<file path="config.mk">
export PLATFORM = sky130hd
export DESIGN_NAME = xml_entity_unescape_utf8
export DESIGN_NICKNAME = d
export VERILOG_FILES = /design/src/sv/xeu_pkg.sv /design/src/sv/xeu_ram.sv /design/src/sv/xeu_acc.sv /design/src/sv/xml_entity_unescape_utf8.sv
export VERILOG_INCLUDE_DIRS = /design/src /design/src/sv
export SDC_FILE = /design/constraint.sdc
export NUM_CORES = 1
export LEC_CHECK = 0
export ABC_AREA = 1
export BUFFER_PORTS_ARGS = -buffer_cell sky130_fd_sc_hd__buf_2
export CAP_MARGIN = 30
export CORE_ASPECT_RATIO = 1.75
export CORE_MARGIN = 3
export CORE_UTILIZATION = 25
export CTS_BUF_LIST = sky130_fd_sc_hd__clkbuf_8
export DETAILED_ROUTE_END_ITERATION = 16
export PLACE_DENSITY_LB_ADDON = 0.2
export RECOVER_POWER = 100
export SLEW_MARGIN = 20
export SYNTH_ARGS = -nofsm -noshare
export SYNTH_HDL_FRONTEND = slang
export SYNTH_SLANG_ARGS = --single-unit
</file>
<file path="constraint.sdc">
create_clock -name i_clk -period 5.8 [get_ports i_clk]
set_input_delay 1.16 -clock i_clk [delete_from_list [all_inputs] [get_ports i_clk]]
set_output_delay 1.16 -clock i_clk [all_outputs]
set_load 0.01 [all_outputs]
</file>
<file path="src/sv/xml_entity_unescape_utf8_defines.svh">
// assertion helpers shared by the decoder modules
`ifndef XML_ENTITY_UNESCAPE_UTF8_DEFINES_SVH
`define XML_ENTITY_UNESCAPE_UTF8_DEFINES_SVH

// condition holds at every clock edge out of reset
`define XEU_ASSERT(label, clk, rst_n, expr, msg) \
    label: assert property (@(posedge clk) disable iff (!rst_n) (expr)) else $error(msg);

// consequent holds in the same cycle as the antecedent
`define XEU_ASSERT_IMP(label, clk, rst_n, ante, cons, msg) \
    label: assert property (@(posedge clk) disable iff (!rst_n) (ante) |-> (cons)) \
        else $error(msg);

// consequent holds in the cycle after the antecedent
`define XEU_ASSERT_NXT(label, clk, rst_n, ante, cons, msg) \
    label: assert property (@(posedge clk) disable iff (!rst_n) (ante) |=> (cons)) \
        else $error(msg);

`endif

</file>
<file path="src/sv/xeu_pkg.sv">
`timescale 1ns / 1ps

package xeu_pkg;

    localparam int NUM_ENT        = 5;
    // longest named body before its ';' ("quot", "apos")
    localparam int MAX_NAMED_PEND = 4;

    localparam logic [7:0]  CH_AMP  = 8'h26;
    localparam logic [7:0]  CH_HASH = 8'h23;
    localparam logic [7:0]  CH_SEMI = 8'h3B;
    localparam logic [7:0]  CH_X_LO = 8'h78;
    localparam logic [7:0]  CH_X_UP = 8'h58;
    localparam logic [20:0] CP_MAX  = 21'h10FFFF;

    typedef struct packed {
        logic [7:0] in_byte;
        logic       in_last;
    } t_in_beat;

    typedef struct packed {
        logic [7:0] out_byte;
        logic       run_last;
        logic       string_end;
    } t_out_beat;

    typedef enum logic [2:0] {
        MODE_IDLE  = 3'd0,
        MODE_NAMED = 3'd1,
        MODE_HASH  = 3'd2,
        MODE_DEC   = 3'd3,
        MODE_HEX   = 3'd4
    } t_mode;

    typedef enum logic [2:0] {
        ST_IN,
        ST_EVAL,
        ST_AMP,
        ST_FBYTE,
        ST_UTF
    } t_state;

    typedef enum logic [2:0] {
        ACT_EMIT_C,
        ACT_OPEN,
        ACT_ENT,
        ACT_PUSH,
        ACT_DIGIT,
        ACT_UTF,
        ACT_FLUSH
    } t_act;

    typedef struct packed {
        logic       clr;
        logic       step;
        logic       hex;
        logic [3:0] digit;
    } t_acc_cmd;

    typedef struct packed {
        logic [20:0] value;
        logic        ovf;
        logic        has_digits;
    } t_acc_stat;

    // byte n of the body of named entity e (lt gt amp quot apos)
    function automatic logic [7:0] ent_body_byte(input logic [2:0] e, input logic [2:0] n);
        logic [7:0] b;
        begin
            unique case ({e, n})
                {3'd0, 3'd0}: b = "l";
                {3'd0, 3'd1}: b = "t";
                {3'd0, 3'd2}: b = ";";
                {3'd1, 3'd0}: b = "g";
                {3'd1, 3'd1}: b = "t";
                {3'd1, 3'd2}: b = ";";
                {3'd2, 3'd0}: b = "a";
                {3'd2, 3'd1}: b = "m";
                {3'd2, 3'd2}: b = "p";
                {3'd2, 3'd3}: b = ";";
                {3'd3, 3'd0}: b = "q";
                {3'd3, 3'd1}: b = "u";
                {3'd3, 3'd2}: b = "o";
                {3'd3, 3'd3}: b = "t";
                {3'd3, 3'd4}: b = ";";
                {3'd4, 3'd0}: b = "a";
                {3'd4, 3'd1}: b = "p";
                {3'd4, 3'd2}: b = "o";
                {3'd4, 3'd3}: b = "s";
                {3'd4, 3'd4}: b = ";";
                default:      b = 8'h00;
            endcase
            return b;
        end
    endfunction

    function automatic logic [2:0] ent_len(input logic [2:0] e);
        logic [2:0] l;
        begin
            unique case (e)
                3'd0, 3'd1: l = 3'd3;
                3'd2:       l = 3'd4;
                3'd3, 3'd4: l = 3'd5;
                default:    l = 3'd0;
            endcase
            return l;
        end
    endfunction

    function automatic logic [7:0] ent_char(input logic [2:0] e);
        logic [7:0] ch;
        begin
            unique case (e)
                3'd0:    ch = 8'h3C;
                3'd1:    ch = 8'h3E;
                3'd2:    ch = 8'h26;
                3'd3:    ch = 8'h22;
                3'd4:    ch = 8'h27;
                default: ch = 8'h00;
            endcase
            return ch;
        end
    endfunction

    // {valid, value}; letters only count in hex mode
    function automatic logic [4:0] digit_val(input logic [7:0] c, input logic hex);
        logic [4:0] r;
        begin
            if (c >= 8'h30 && c <= 8'h39) begin
                r = {1'b1, c[3:0]};
            end else if (hex && ((c >= 8'h61 && c <= 8'h66) || (c >= 8'h41 && c <= 8'h46))) begin
                r = {1'b1, c[3:0] + 4'd9};
            end else begin
                r = 5'd0;
            end
            return r;
        end
    endfunction

    // index of the final utf-8 byte (0 to 3)
    function automatic logic [1:0] utf8_top(input logic [20:0] cp);
        logic [1:0] t;
        begin
            if (cp <= 21'h00007F) begin
                t = 2'd0;
            end else if (cp <= 21'h0007FF) begin
                t = 2'd1;
            end else if (cp <= 21'h00FFFF) begin
                t = 2'd2;
            end else begin
                t = 2'd3;
            end
            return t;
        end
    endfunction

    function automatic logic [7:0] utf8_byte(input logic [20:0] cp, input logic [1:0] top,
                                             input logic [1:0] j);
        logic [7:0] b;
        logic [1:0] grp;
        begin
            grp = top - j;
            if (j == 2'd0) begin
                unique case (top)
                    2'd0: b = cp[7:0];
                    2'd1: b = {3'b110, cp[10:6]};
                    2'd2: b = {4'b1110, cp[15:12]};
                    2'd3: b = {5'b11110, cp[20:18]};
                endcase
            end else begin
                unique case (grp)
                    2'd1:    b = {2'b10, cp[11:6]};
                    2'd2:    b = {2'b10, cp[17:12]};
                    default: b = {2'b10, cp[5:0]};
                endcase
            end
            return b;
        end
    endfunction

endpackage

</file>
<file path="src/sv/xeu_ram.sv">
`timescale 1ns / 1ps

module xeu_ram #(
    parameter int WIDTH = 8,
    parameter int DEPTH = 16
) (
    input  logic                     i_clk,
    input  logic                     i_we,
    input  logic [$clog2(DEPTH)-1:0] i_waddr,
    input  logic [WIDTH-1:0]         i_wdata,
    input  logic                     i_re,
    input  logic [$clog2(DEPTH)-1:0] i_raddr,
    output logic [WIDTH-1:0]         o_rdata
);

    logic [WIDTH-1:0] r_mem [DEPTH];
    logic [WIDTH-1:0] r_rdata;

    always_ff @(posedge i_clk) begin
        if (i_we) begin
            r_mem[i_waddr] <= i_wdata;
        end
    end

    // read data holds while no read is issued
    always_ff @(posedge i_clk) begin
        if (i_re) begin
            r_rdata <= r_mem[i_raddr];
        end
    end

    assign o_rdata = r_rdata;

endmodule

</file>
<file path="src/sv/xeu_acc.sv">
`timescale 1ns / 1ps
`include "xml_entity_unescape_utf8_defines.svh"

module xeu_acc import xeu_pkg::*; (
    input  logic      i_clk,
    input  logic      i_rst_n,
    input  t_acc_cmd  i_cmd,
    output t_acc_stat o_stat
);

    logic [20:0] r_value, n_value;
    logic        r_ovf, n_ovf;
    logic [4:0]  r_dcount, n_dcount;
    logic [24:0] w_scaled;
    logic [24:0] w_sum;

    // value * base + digit, base 10 as two shifts
    always_comb begin
        if (i_cmd.hex) begin
            w_scaled = {r_value, 4'b0000};
        end else begin
            w_scaled = {1'b0, r_value, 3'b000} + {3'b000, r_value, 1'b0};
        end
        w_sum = w_scaled + {21'd0, i_cmd.digit};
    end

    always_comb begin
        n_value  = r_value;
        n_ovf    = r_ovf;
        n_dcount = r_dcount;
        if (i_cmd.clr) begin
            n_value  = '0;
            n_ovf    = 1'b0;
            n_dcount = '0;
        end else if (i_cmd.step) begin
            if (r_dcount != 5'd31) begin
                n_dcount = r_dcount + 5'd1;
            end
            if (!r_ovf) begin
                if (w_sum > {4'd0, CP_MAX}) begin
                    n_ovf = 1'b1;
                end else begin
                    n_value = w_sum[20:0];
                end
            end
        end
    end

    always_ff @(posedge i_clk) begin
        if (!i_rst_n) begin
            r_value  <= '0;
            r_ovf    <= 1'b0;
            r_dcount <= '0;
        end else begin
            r_value  <= n_value;
            r_ovf    <= n_ovf;
            r_dcount <= n_dcount;
        end
    end

    assign o_stat = '{value: r_value, ovf: r_ovf, has_digits: (r_dcount != 5'd0)};

    `XEU_ASSERT(a_cp_range, i_clk, i_rst_n, r_value <= CP_MAX, "value beyond code point range")
    `XEU_ASSERT_NXT(a_ovf_hold, i_clk, i_rst_n, r_ovf && !i_cmd.clr, $stable(r_value), "value moved after overflow")
    `XEU_ASSERT_NXT(a_count_up, i_clk, i_rst_n, i_cmd.step && !i_cmd.clr, r_dcount != 5'd0, "digit step left no count")

endmodule

</file>
<file path="src/sv/xml_entity_unescape_utf8.sv">
`timescale 1ns / 1ps
`include "xml_entity_unescape_utf8_defines.svh"

// xml character reference decoder, escaped bytes in, utf-8 bytes out
// input channel: one escaped byte a beat plus in_last on the final byte of a string
// output channel: one decoded byte a beat; run_last marks the last byte caused by an
// input beat, string_end the last byte of the string
// an input beat may cause no output (bytes of an open reference are held back)
// sequence: an ordinary byte is accepted in ST_IN and emitted from ST_EVAL into the
// output register; a closed numeric reference emits its utf-8 bytes from ST_UTF, a
// named entity its character from ST_EVAL; a failed reference emits '&' from ST_AMP
// and its pending bytes from ST_FBYTE through the pending buffer's single read port,
// one byte a cycle unless the output stalls, then the breaking byte is handled again
// the accumulator (value * base + digit) is one shared unit stepped once per digit
// the input is not ready while an item is being worked on
// a stalled receiver holds the output register and the sequencer waits on it
// reset (i_rst_n low, synchronous) closes any open reference and empties the output;
// no clearing pass is needed

module xml_entity_unescape_utf8 import xeu_pkg::*; #(
    parameter int PENDING_MAX = 16
) (
    input  logic      i_clk,
    input  logic      i_rst_n,
    input  logic      i_in_valid,
    output logic      o_in_ready,
    input  t_in_beat  i_in_beat,
    output logic      o_out_valid,
    input  logic      i_out_ready,
    output t_out_beat o_out_beat
);

    localparam int PC_W = $clog2(PENDING_MAX + 1);
    localparam int AW   = $clog2(PENDING_MAX);

    t_state               r_state, n_state;
    t_mode                r_mode, n_mode;
    logic [PC_W-1:0]      r_count, n_count;
    logic [NUM_ENT-1:0]   r_cand, n_cand;
    logic [AW-1:0]        r_k, n_k;
    logic                 r_end, n_end;
    logic [7:0]           r_byte, n_byte;
    logic                 r_last, n_last;
    logic                 r_ovalid;
    t_out_beat            r_obeat;

    logic                 w_ofree;
    t_act                 w_act;
    t_mode                w_push_mode;
    logic [NUM_ENT-1:0]   w_push_cand;
    logic [NUM_ENT-1:0]   w_match;
    logic                 w_any_done;
    logic [2:0]           w_done_e;
    logic [4:0]           w_dig;
    logic                 w_full;
    logic                 w_fin_cond;
    logic                 w_last_idx;
    logic [1:0]           w_utop;
    logic                 w_utf_last;
    logic                 w_emit;
    logic [7:0]           w_obyte;
    logic                 w_final;
    logic                 w_we;
    logic                 w_re;
    logic [AW-1:0]        w_raddr;
    logic [7:0]           w_rdata;
    t_acc_cmd             w_cmd;
    t_acc_stat            w_stat;

    xeu_acc u_acc (
        .i_clk   (i_clk),
        .i_rst_n (i_rst_n),
        .i_cmd   (w_cmd),
        .o_stat  (w_stat)
    );

    xeu_ram #(
        .WIDTH (8),
        .DEPTH (PENDING_MAX)
    ) u_pend (
        .i_clk   (i_clk),
        .i_we    (w_we),
        .i_waddr (r_count[AW-1:0]),
        .i_wdata (r_byte),
        .i_re    (w_re),
        .i_raddr (w_raddr),
        .o_rdata (w_rdata)
    );

    assign w_ofree    = !r_ovalid || i_out_ready;
    assign w_dig      = digit_val(r_byte, r_mode == MODE_HEX);
    assign w_full     = r_count >= PC_W'(PENDING_MAX);
    // last flushed byte ends the run unless the breaking byte still has output to give
    assign w_fin_cond = r_end || (r_byte == CH_AMP && !r_last);
    assign w_last_idx = (PC_W'(r_k) + PC_W'(1)) == r_count;
    assign w_utop     = utf8_top(w_stat.value);
    assign w_utf_last = r_k[1:0] == w_utop;

    // named entity candidates still matching the pending prefix
    always_comb begin
        w_match    = '0;
        w_any_done = 1'b0;
        w_done_e   = '0;
        for (int e = NUM_ENT - 1; e >= 0; e--) begin
            w_match[e] = r_cand[e] && (r_count < PC_W'(ent_len(3'(e))))
                         && (ent_body_byte(3'(e), r_count[2:0]) == r_byte);
            if (w_match[e] && ((r_count + PC_W'(1)) == PC_W'(ent_len(3'(e))))) begin
                w_any_done = 1'b1;
                w_done_e   = 3'(e);
            end
        end
    end

    // what the held byte does in the current parse mode
    always_comb begin
        w_act       = ACT_FLUSH;
        w_push_mode = r_mode;
        w_push_cand = r_cand;
        unique case (r_mode)
            MODE_NAMED: begin
                if (r_count == '0 && r_byte == CH_HASH) begin
                    w_act       = ACT_PUSH;
                    w_push_mode = MODE_HASH;
                end else if (w_any_done) begin
                    w_act = ACT_ENT;
                end else if (|w_match) begin
                    w_act       = ACT_PUSH;
                    w_push_cand = w_match;
                end else begin
                    w_act = ACT_FLUSH;
                end
            end
            MODE_HASH: begin
                if (r_byte == CH_X_LO || r_byte == CH_X_UP) begin
                    w_act       = ACT_PUSH;
                    w_push_mode = MODE_HEX;
                end else if (w_dig[4]) begin
                    w_act       = w_full ? ACT_FLUSH : ACT_DIGIT;
                    w_push_mode = MODE_DEC;
                end else begin
                    w_act = ACT_FLUSH;
                end
            end
            MODE_DEC, MODE_HEX: begin
                if (w_dig[4]) begin
                    w_act = w_full ? ACT_FLUSH : ACT_DIGIT;
                end else if (r_byte == CH_SEMI && w_stat.has_digits && !w_stat.ovf) begin
                    w_act = ACT_UTF;
                end else begin
                    w_act = ACT_FLUSH;
                end
            end
            default: begin
                w_act = (r_byte == CH_AMP) ? ACT_OPEN : ACT_EMIT_C;
            end
        endcase
    end

    // next state
    always_comb begin
        n_state = r_state;
        unique case (r_state)
            ST_IN: begin
                if (i_in_valid) begin
                    n_state = ST_EVAL;
                end
            end
            ST_EVAL: begin
                unique case (w_act)
                    ACT_EMIT_C, ACT_ENT: begin
                        if (w_ofree) begin
                            n_state = ST_IN;
                        end
                    end
                    ACT_OPEN, ACT_PUSH, ACT_DIGIT: begin
                        n_state = r_last ? ST_AMP : ST_IN;
                    end
                    ACT_UTF: begin
                        n_state = ST_UTF;
                    end
                    default: begin
                        n_state = ST_AMP;
                    end
                endcase
            end
            ST_AMP: begin
                if (w_ofree) begin
                    if (r_count == '0) begin
                        n_state = r_end ? ST_IN : ST_EVAL;
                    end else begin
                        n_state = ST_FBYTE;
                    end
                end
            end
            ST_FBYTE: begin
                if (w_ofree && w_last_idx) begin
                    n_state = r_end ? ST_IN : ST_EVAL;
                end
            end
            ST_UTF: begin
                if (w_ofree && w_utf_last) begin
                    n_state = ST_IN;
                end
            end
            default: begin
                n_state = ST_IN;
            end
        endcase
    end

    // datapath control and emitted byte
    always_comb begin
        n_mode  = r_mode;
        n_count = r_count;
        n_cand  = r_cand;
        n_k     = r_k;
        n_end   = r_end;
        n_byte  = r_byte;
        n_last  = r_last;
        w_emit  = 1'b0;
        w_obyte = r_byte;
        w_final = 1'b0;
        w_we    = 1'b0;
        w_re    = 1'b0;
        w_raddr = '0;
        w_cmd   = '{clr: 1'b0, step: 1'b0, hex: (r_mode == MODE_HEX), digit: w_dig[3:0]};
        unique case (r_state)
            ST_IN: begin
                if (i_in_valid) begin
                    n_byte = i_in_beat.in_byte;
                    n_last = i_in_beat.in_last;
                end
            end
            ST_EVAL: begin
                unique case (w_act)
                    ACT_EMIT_C: begin
                        w_emit  = w_ofree;
                        w_final = 1'b1;
                    end
                    ACT_ENT: begin
                        w_emit  = w_ofree;
                        w_obyte = ent_char(w_done_e);
                        w_final = 1'b1;
                        if (w_ofree) begin
                            n_mode  = MODE_IDLE;
                            n_count = '0;
                        end
                    end
                    ACT_OPEN: begin
                        n_mode    = MODE_NAMED;
                        n_count   = '0;
                        n_cand    = '1;
                        n_end     = 1'b1;
                        w_cmd.clr = 1'b1;
                    end
                    ACT_PUSH: begin
                        w_we    = 1'b1;
                        n_count = r_count + PC_W'(1);
                        n_mode  = w_push_mode;
                        n_cand  = w_push_cand;
                        n_end   = 1'b1;
                    end
                    ACT_DIGIT: begin
                        w_we       = 1'b1;
                        n_count    = r_count + PC_W'(1);
                        n_mode     = w_push_mode;
                        n_end      = 1'b1;
                        w_cmd.step = 1'b1;
                    end
                    ACT_UTF: begin
                        n_k = '0;
                    end
                    default: begin
                        n_end = 1'b0;
                    end
                endcase
            end
            ST_AMP: begin
                w_emit  = w_ofree;
                w_obyte = CH_AMP;
                w_final = (r_count == '0) && w_fin_cond;
                if (w_ofree) begin
                    if (r_count == '0) begin
                        n_mode    = MODE_IDLE;
                        w_cmd.clr = 1'b1;
                    end else begin
                        w_re    = 1'b1;
                        w_raddr = '0;
                        n_k     = '0;
                    end
                end
            end
            ST_FBYTE: begin
                w_emit  = w_ofree;
                w_obyte = w_rdata;
                w_final = w_last_idx && w_fin_cond;
                if (w_ofree) begin
                    if (w_last_idx) begin
                        n_mode    = MODE_IDLE;
                        n_count   = '0;
                        w_cmd.clr = 1'b1;
                    end else begin
                        w_re    = 1'b1;
                        w_raddr = r_k + AW'(1);
                        n_k     = r_k + AW'(1);
                    end
                end
            end
            ST_UTF: begin
                w_emit  = w_ofree;
                w_obyte = utf8_byte(w_stat.value, w_utop, r_k[1:0]);
                w_final = w_utf_last;
                if (w_ofree) begin
                    if (w_utf_last) begin
                        n_mode    = MODE_IDLE;
                        n_count   = '0;
                        w_cmd.clr = 1'b1;
                    end else begin
                        n_k = r_k + AW'(1);
                    end
                end
            end
            default: begin
                n_mode = MODE_IDLE;
            end
        endcase
    end

    always_ff @(posedge i_clk) begin
        if (!i_rst_n) begin
            r_state  <= ST_IN;
            r_mode   <= MODE_IDLE;
            r_count  <= '0;
            r_cand   <= '0;
            r_k      <= '0;
            r_end    <= 1'b0;
            r_ovalid <= 1'b0;
        end else begin
            r_state <= n_state;
            r_mode  <= n_mode;
            r_count <= n_count;
            r_cand  <= n_cand;
            r_k     <= n_k;
            r_end   <= n_end;
            if (w_emit) begin
                r_ovalid <= 1'b1;
            end else if (i_out_ready) begin
                r_ovalid <= 1'b0;
            end
        end
    end

    always_ff @(posedge i_clk) begin
        r_byte <= n_byte;
        r_last <= n_last;
        if (w_emit) begin
            r_obeat <= '{out_byte: w_obyte, run_last: w_final,
                         string_end: (w_final && r_last)};
        end
    end

    assign o_in_ready  = (r_state == ST_IN);
    assign o_out_valid = r_ovalid;
    assign o_out_beat  = r_obeat;

    `XEU_ASSERT_IMP(a_idle_empty, i_clk, i_rst_n, r_mode == MODE_IDLE, r_count == '0, "pending bytes with no open reference")
    `XEU_ASSERT_IMP(a_named_short, i_clk, i_rst_n, r_mode == MODE_NAMED, r_count <= PC_W'(MAX_NAMED_PEND), "named prefix too long")
    `XEU_ASSERT_IMP(a_flush_idx, i_clk, i_rst_n, r_state == ST_FBYTE, PC_W'(r_k) < r_count, "flush index past pending count")
    `XEU_ASSERT_IMP(a_end_run, i_clk, i_rst_n, o_out_valid && o_out_beat.string_end, o_out_beat.run_last, "string end without run end")

endmodule
</file>
# [Word-level counts from Yosys, hierarchy flattened]
# Memories as Yosys holds them, arrays and structs flattened. A register that Yosys moved wholly into a read port is not among the register bits.
# Cells that the tools add are included.
[op_classes] addsub=8 order_cmp=14 n_eq_ne=65 n_mux=110 n_bitwise=5 reduce_logical=64
[ops] cell="7-bit one-hot mux with 5 select lines" n=2
[ops] cell="3-bit 2-to-1 mux" n=23
[ops] cell="8-bit one-hot mux with 4 select lines" n=2
[ops] cell="5-bit 2-to-1 mux" n=11
[ops] cell="7-bit one-hot mux with 3 select lines" n=2
[ops] cell="8-bit == test" n=5
[ops] cell="4-bit 2-to-1 mux" n=10
[ops] cell="1-bit 2-to-1 mux" n=31
[ops] cell="3-bit by 2-bit == test with 1-bit output (second input constant)" n=10
[ops] cell="2-bit != test (second input constant)" n=15
[ops] cell="3-bit one-hot mux with 5 select lines" n=2
[ops] cell="5-bit one-hot mux with 3 select lines" n=2
[ops] cell="6-bit one-hot mux with 5 select lines" n=1
[ops] cell="1-bit logical AND" n=28
[ops] cell="7-bit one-hot mux with 4 select lines" n=1
[ops] cell="3-bit one-hot mux with 3 select lines" n=3
[ops] cell="24-bit by 22-bit adder with 25-bit output" n=1
[ops] cell="25-bit by 4-bit adder with 25-bit output" n=1
[ops] cell="25-bit by 21-bit > comparator with 1-bit output (second input constant)" n=1
[ops] cell="25-bit 2-to-1 mux" n=1
[ops] cell="8-bit by 6-bit == test with 1-bit output (second input constant)" n=3
[ops] cell="21-bit by 11-bit less-or-equal comparator with 1-bit output (second input constant)" n=1
[ops] cell="21-bit by 16-bit less-or-equal comparator with 1-bit output (second input constant)" n=1
[ops] cell="21-bit by 7-bit less-or-equal comparator with 1-bit output (second input constant)" n=1
[ops] cell="54 further kinds" n=108
[word_totals] register_bits=68 ram_bits=128 in_bits=13 output_inout_bits=12 elab_cells=282 memories=1
[memory_table] memory="u_pend.r_mem" words=16 width=8 read_ports=1 rd_clocked_by_memory_dff=1 write_ports=1 line_no="xeu_ram.sv:16" text="logic [WIDTH-1:0] r_mem [DEPTH];"

# [Longest topological paths before layout]
[depth] depth_word=19 depth_mapped=33 ltp_nobuf=31

# [Hierarchy]
# Synthesis repeated with hierarchy kept, for this count alone.
[unflattened] cells_unflattened=1879 hier_area_um2=13679.4
[modules_own_cells] module="xeu_ram" instances=1 cells_per_inst=551 area_each_um2=5846.9 seq_area_each_um2=4083.9
[modules_own_cells] module="xml_entity_unescape_utf8" instances=1 cells_per_inst=647 area_each_um2=4140.2 seq_area_each_um2=1011.0
[modules_own_cells] module="xeu_acc" instances=1 cells_per_inst=681 area_each_um2=3692.3 seq_area_each_um2=540.5

# [Least setup slack after synthesis]
# No wires, ideal clock.
[synth_path] kind="register -> register" startpoint="reg r_byte[0]" endpoint="reg u_acc.r_value[7]" setup_ns=0.113 arrival_time_ns=4.418 t_required_ns=5.687 slack_ns=1.269 path_stages_with_launch=31 n_path_buf=2 synth_period_minus_slack_ns=4.531 path_cell_list="edfxtp_1 buf_2 clkinv_1 ha_1 o21ai_0 a21oi_1 inv_1 nand2_1 nand2_1 nor3b_1 inv_1 fa_1 nor2_1 nor2_1 nor2_2 nand2_1 nor2_4 nand2_1 nor2_4 nand4_1 nor2_1 nand4_1 nand2_1 nand2_1 nor2_2 nor2_2 nor2_4 nand3_2 buf_4 nor2_1 nor2_1"
[synth_between] elab_chain_len=15
[synth_lines] element="start, declared" line_no="xml_entity_unescape_utf8.sv:42" text="logic [7:0] r_byte, n_byte;"
[synth_lines] element="start signal, assigned" line_no="xml_entity_unescape_utf8.sv:354" text="r_byte <= n_byte;"
[synth_lines] element="branches (longest 15 deep; another with 25-bit by 4-bit adder with 25-bit output)"
[synth_lines] element="end signal, assigned" line_no="xeu_acc.sv:55" text="r_value <= n_value;"
[synth_lines] element="end, declared" line_no="xeu_acc.sv:11" text="logic [20:0] r_value, n_value;"
# Parallel ways; which one is timed is not known.
# A chain may end at the register's enable or synchronous reset.

# [Worst setup path after layout]
[layout_path] startpoint="reg r_count[0]" endpoint="reg r_ovalid, in the netlist o_out_valid"
[layout_between] elab_chain_len=18
[layout_lines] element="start, declared" line_no="xml_entity_unescape_utf8.sv:38" text="logic [PC_W-1:0] r_count, n_count;"
[layout_lines] element="start signal, assigned" line_no="xml_entity_unescape_utf8.sv:341" text="r_count <= n_count;"
[layout_lines] element="3-bit == test (tied with other cells)" line_no="xeu_pkg.sv:70" text="unique case ({e, n})"
[layout_lines] element="7-bit one-hot mux with 5 select lines" line_no="xeu_pkg.sv:70"
[layout_lines] element="8-bit == test" line_no="xml_entity_unescape_utf8.sv:106" text="&& (ent_body_byte(3'(e), r_count[2:0]) == r_byte);"
[layout_lines] element="1-bit logical AND" line_no="xml_entity_unescape_utf8.sv:106"
[layout_lines] element="1-bit logical AND" line_no="xml_entity_unescape_utf8.sv:107" text="if (w_match[e] && ((r_count + PC_W'(1)) == PC_W'(ent_len(3'(e))))) begin"
[layout_lines] element="1-bit 2-to-1 mux (5 in a row)" line_no="xml_entity_unescape_utf8.sv:107"
[layout_lines] element="3-bit 2-to-1 mux" line_no="xml_entity_unescape_utf8.sv:124" text="end else if (w_any_done) begin"
[layout_lines] element="3-bit 2-to-1 mux" line_no="xml_entity_unescape_utf8.sv:121" text="if (r_count == '0 && r_byte == CH_HASH) begin"
[layout_lines] element="3-bit one-hot mux with 3 select lines (*)" line_no="xml_entity_unescape_utf8.sv:119" text="unique case (r_mode)"
[layout_lines] element="3-bit by 2-bit == test with 1-bit output / 3-bit logical NOT (equally long branches)" line_no="xml_entity_unescape_utf8.sv:235" text="unique case (w_act)"
[layout_lines] element="2-bit OR reduction (no line) (*)"
[layout_lines] element="1-bit 2-to-1 mux (*)" line_no="xml_entity_unescape_utf8.sv:235"
[layout_lines] element="1-bit one-hot mux with 2 select lines (*)" line_no="xml_entity_unescape_utf8.sv:227" text="unique case (r_state)"
[layout_lines] element="named net w_emit" line_no="xml_entity_unescape_utf8.sv:60" text="logic w_emit;"
[layout_lines] element="1-bit 2-to-1 mux / 2-bit nonzero test (equally long branches)"
[layout_lines] element="end signal, assigned" line_no="xml_entity_unescape_utf8.sv:337" text="r_ovalid <= 1'b0;"
[layout_lines] element="end signal, assigned" line_no="xml_entity_unescape_utf8.sv:346" text="r_ovalid <= 1'b1;"
[layout_lines] element="end signal, assigned" line_no="xml_entity_unescape_utf8.sv:348" text="r_ovalid <= 1'b0;"
[layout_lines] element="end, declared" line_no="xml_entity_unescape_utf8.sv:44" text="logic r_ovalid;"
# The timed path passes the listed nets; every way through them passes the cells marked *.

==> flow_summary.ini <==
[timing]
fin_crit_sh_pct = 91.98
slew_headroom_pct = -7.414
max_freq_mhz = 187.5
setup_viol = 0
hold_viol = 0
rsz0062_at_grt = false
final.min_clock_period_ns = 5.335
tightest_slew_ns = 1.609
slew_viol_final = 38
tns_ns = 0
finalClockSkew_ns = 0.01843

[critical_path]
cp_common_cell = nand2_1
cp-end-kind = flip-flop
cp_data_required_time_ns = 6.35
cp_slowest_stage_delay_ns = 0.61
crit_type = flip-flop to flip-flop
path_buf_inv = 5
arrival_ns = 5.89
ff2ff_path_depth = 23
crit_path_start = r_count[0]
start_kind = flip-flop
crit_cells = 23
critical_path.cell_chain = inv_1 > ha_1 > nand2_1 > nand2_1 > nand2_1 > nand2_1 > nor2_1 > nand2_1 > nor3_1 > nor2_1 > nand3_1 > nand2_1 > nand2_1 > nand2_1 > nand2_1 > nand2_1 > clkbuf_1 > nor2_1 > inv_1 > a21oi_1 > clkbuf_1 > o21ai_0 > inv_1
r2r_start = r_count[0]
crit_fanout = 12
crit_family = simple AND/OR/NAND/NOR gates
crit_slowest_cell = dfxtp_1

[global_route]
grtUsageTotal_pct = 17.53
antenna_found_initial = 1
grt_pass1_wl_um = 72270
grt_pass1_vias = 11870
grt_max_degree = 45
grt-ovfl-total = 0

[route]
wire_per_inst_um = 19.93
drc_errors = 0
vias = 11740
routed_wl_um = 48780
drtAntennaViolNets = 0
drt-pass1-iter-count = 5
drt_iter0_drc = 610
viasPerCell = 4.796

[synth]
netlist_top_cells_area = edfxtp_1, nand2_1, dfxtp_1, nor2_1, inv_1
synth_edf_count = 155
ys_seq_area_share_pct = 42.86
synthFlopType = edfxtp_1
yosysTopAreaCellShare_pct = 35.40
yosys.area.top_type = edfxtp_1
yosysMostFrequentCell = nand2_1
syn_area_mm2 = 0.01315
synth_nets = 1750
netlist_top_cells_count = nand2_1, nor2_1, inv_1, edfxtp_1, o21ai_0
yosysWarnings = 0
syn_inst = 1695
syn_area_per_cell_um2 = 7.757
yosysUniqueCellTypes = 55
async_flop_share_pct = 0
ys_seq_elements = 204

[power_and_ir_drop]
power_density_mw_per_mm2 = 441.3
ir_worst_vdd_v = 0.0001895
power_leakage_uw = 0.005898

[clock_network]
post_cts_buffers = 0
clock_sinks = 204
cts.reportedPaths.clkPinSlew_ns = 0.07
clock_latency_ns = 0.61
cts_max_level = 1
cts_root_buffer = clkbuf_8
ctsHoldBuffers = 0
cts_resized = 0
clockBufferDepth = 3
cts_buffers = 31
cts_tree = done

[die]
die_w_um = 179.4
pin_count = 25
start_util_pct = 25.41
coreArea_mm2 = 0.05175
std_cell_rows = 110
die-area_mm2 = 0.05549
die_h_um = 309.4

[flow_run]
cap_violations = 1

[place]
port_buffers = 24
placed_cells = 2388
dp_hpwl_um = 38770
gp_congestion = 0.8956

[min_path]
min_from = u_acc.r_dcount[3]
hold_depth = 2
hold_class = flip-flop to flip-flop

[cells_and_area]
area_growth_syn_to_layout_pct = 11.59
n_fill_cell = 5747
layout-drive-gt1-share_pct = 7.384
nets = 1804
fin_cells = 2447

[outcome]
status = finished with violations
violations = capacitance limit, slew limit
-- cells in the final DEF (no fill, tap or decap), types with 31 or more instances in the layout --
master    synthesis  routed
a21oi_1          50      50
clkbuf_1         25      49
clkbuf_8          0      31
dfxtp_1          49      49
edfxtp_1        155     155
ha_1             40      40
inv_1           208     211
mux2i_1          32      32
nand2_1         398     401
nand3_1          85      85
nand4_1          55      55
nor2_1          260     261
o21ai_0          86      86
-- path summary, 6_finish.rpt --
| check | slack, ns | endpoint |
|---|---|---|
| setup / recovery | 0.47 | o_out_valid |
| hold / removal | 0.48 | u_acc.r_dcount[3] |
| setup reg to reg | 0.47 | o_out_valid |
| hold reg to reg | 0.48 | u_acc.r_dcount[3] |
-- worst register-to-register path: cells and delay by family (launching register included) --
family / cells / cell delay [ns]
and+or+nand+nor: 15 / 2.38
adders and majority gates: 1 / 0.37
buffers and inverters: 5 / 1.21
DFF: 1 / 0.61
AOI/OAI and AO/OA: 2 / 0.71
-- report_power, final --
part | total [uW] | internal [uW] | switching [uW]
sequential | 2010 | 1810 | 200
combinational | 3300 | 891 | 2410
clock | 1170 | 556 | 615
-- per-layer routing --
metal  track usage, %  part of all wire [%]  vias up
li1                 -                     -     5822
met1            15.85                    33     5492
met2            35.99                    57      287
met3            1.580                   2.6      135
met4            10.86                   7.2        0
met5                0                     0        -
-- cell type report --
class | instances | area, um2 | share of cell area, %
antenna | 1 | 2.502 | 0.01705
clock buffer | 31 | 426.7 | 2.908
inverter | 225 | 844.6 | 5.756
tap | 672 | 840.8 | 5.730
timing repair buffer | 66 | 316.6 | 2.157
sequential | 204 | 5635 | 38.41
multi-input combinational | 1221 | 6440 | 43.89
clock inverter | 27 | 166.4 | 1.134
-- state kept, by name (all words and copies together), names as in the netlist, 4 cells and up --
register	count
u_pend.r_mem	128
r_count	5
r_cand	5
u_pend.o_rdata	8
r_byte	8
r_k	4
u_acc.r_value	21
u_acc.r_dcount	5
o_out_beat	10
-- through the flow --
stage / setup WS [ns] / hold slack, ns / area [um2] / utilization (%) / total power, uW
final: 0.4653 / 0.4817 / 14670 / 28.35 / 6475
after global routing: 0.01850 / 0.5258 / 14670 / 28.35 / 6977
after CTS: 0.6855 / 0.4827 / 14820 / 28.64 / 6592
after detailed placement: 0.7106 / 0.4724 / 14230 / 27.50 / 5384
after global placement: 0.7974 / 0.4528 / 14220 / 27.48 / 5408
after floorplan: 1.269 / 0.4410 / 13150 / - / 4206
-- logic make-up (layout without fill, tap and decap cells) --
kind of cell | Yosys count | after routing | share of synthesized area (%)
and+or+nand+nor | 870 | 870 | 28.40
xor gates and xnor gates | 26 | 26 | 1.732
buffers and inverters | 270 | 349 | 8.079
other | 0 | 1 | 0
adders and majority gates | 42 | 42 | 4.111
AOI/OAI and AO/OA | 235 | 235 | 11.01
DFF | 204 | 204 | 42.86
muxes | 48 | 48 | 3.806
No activity file was read; power rests on OpenSTA's default activity.
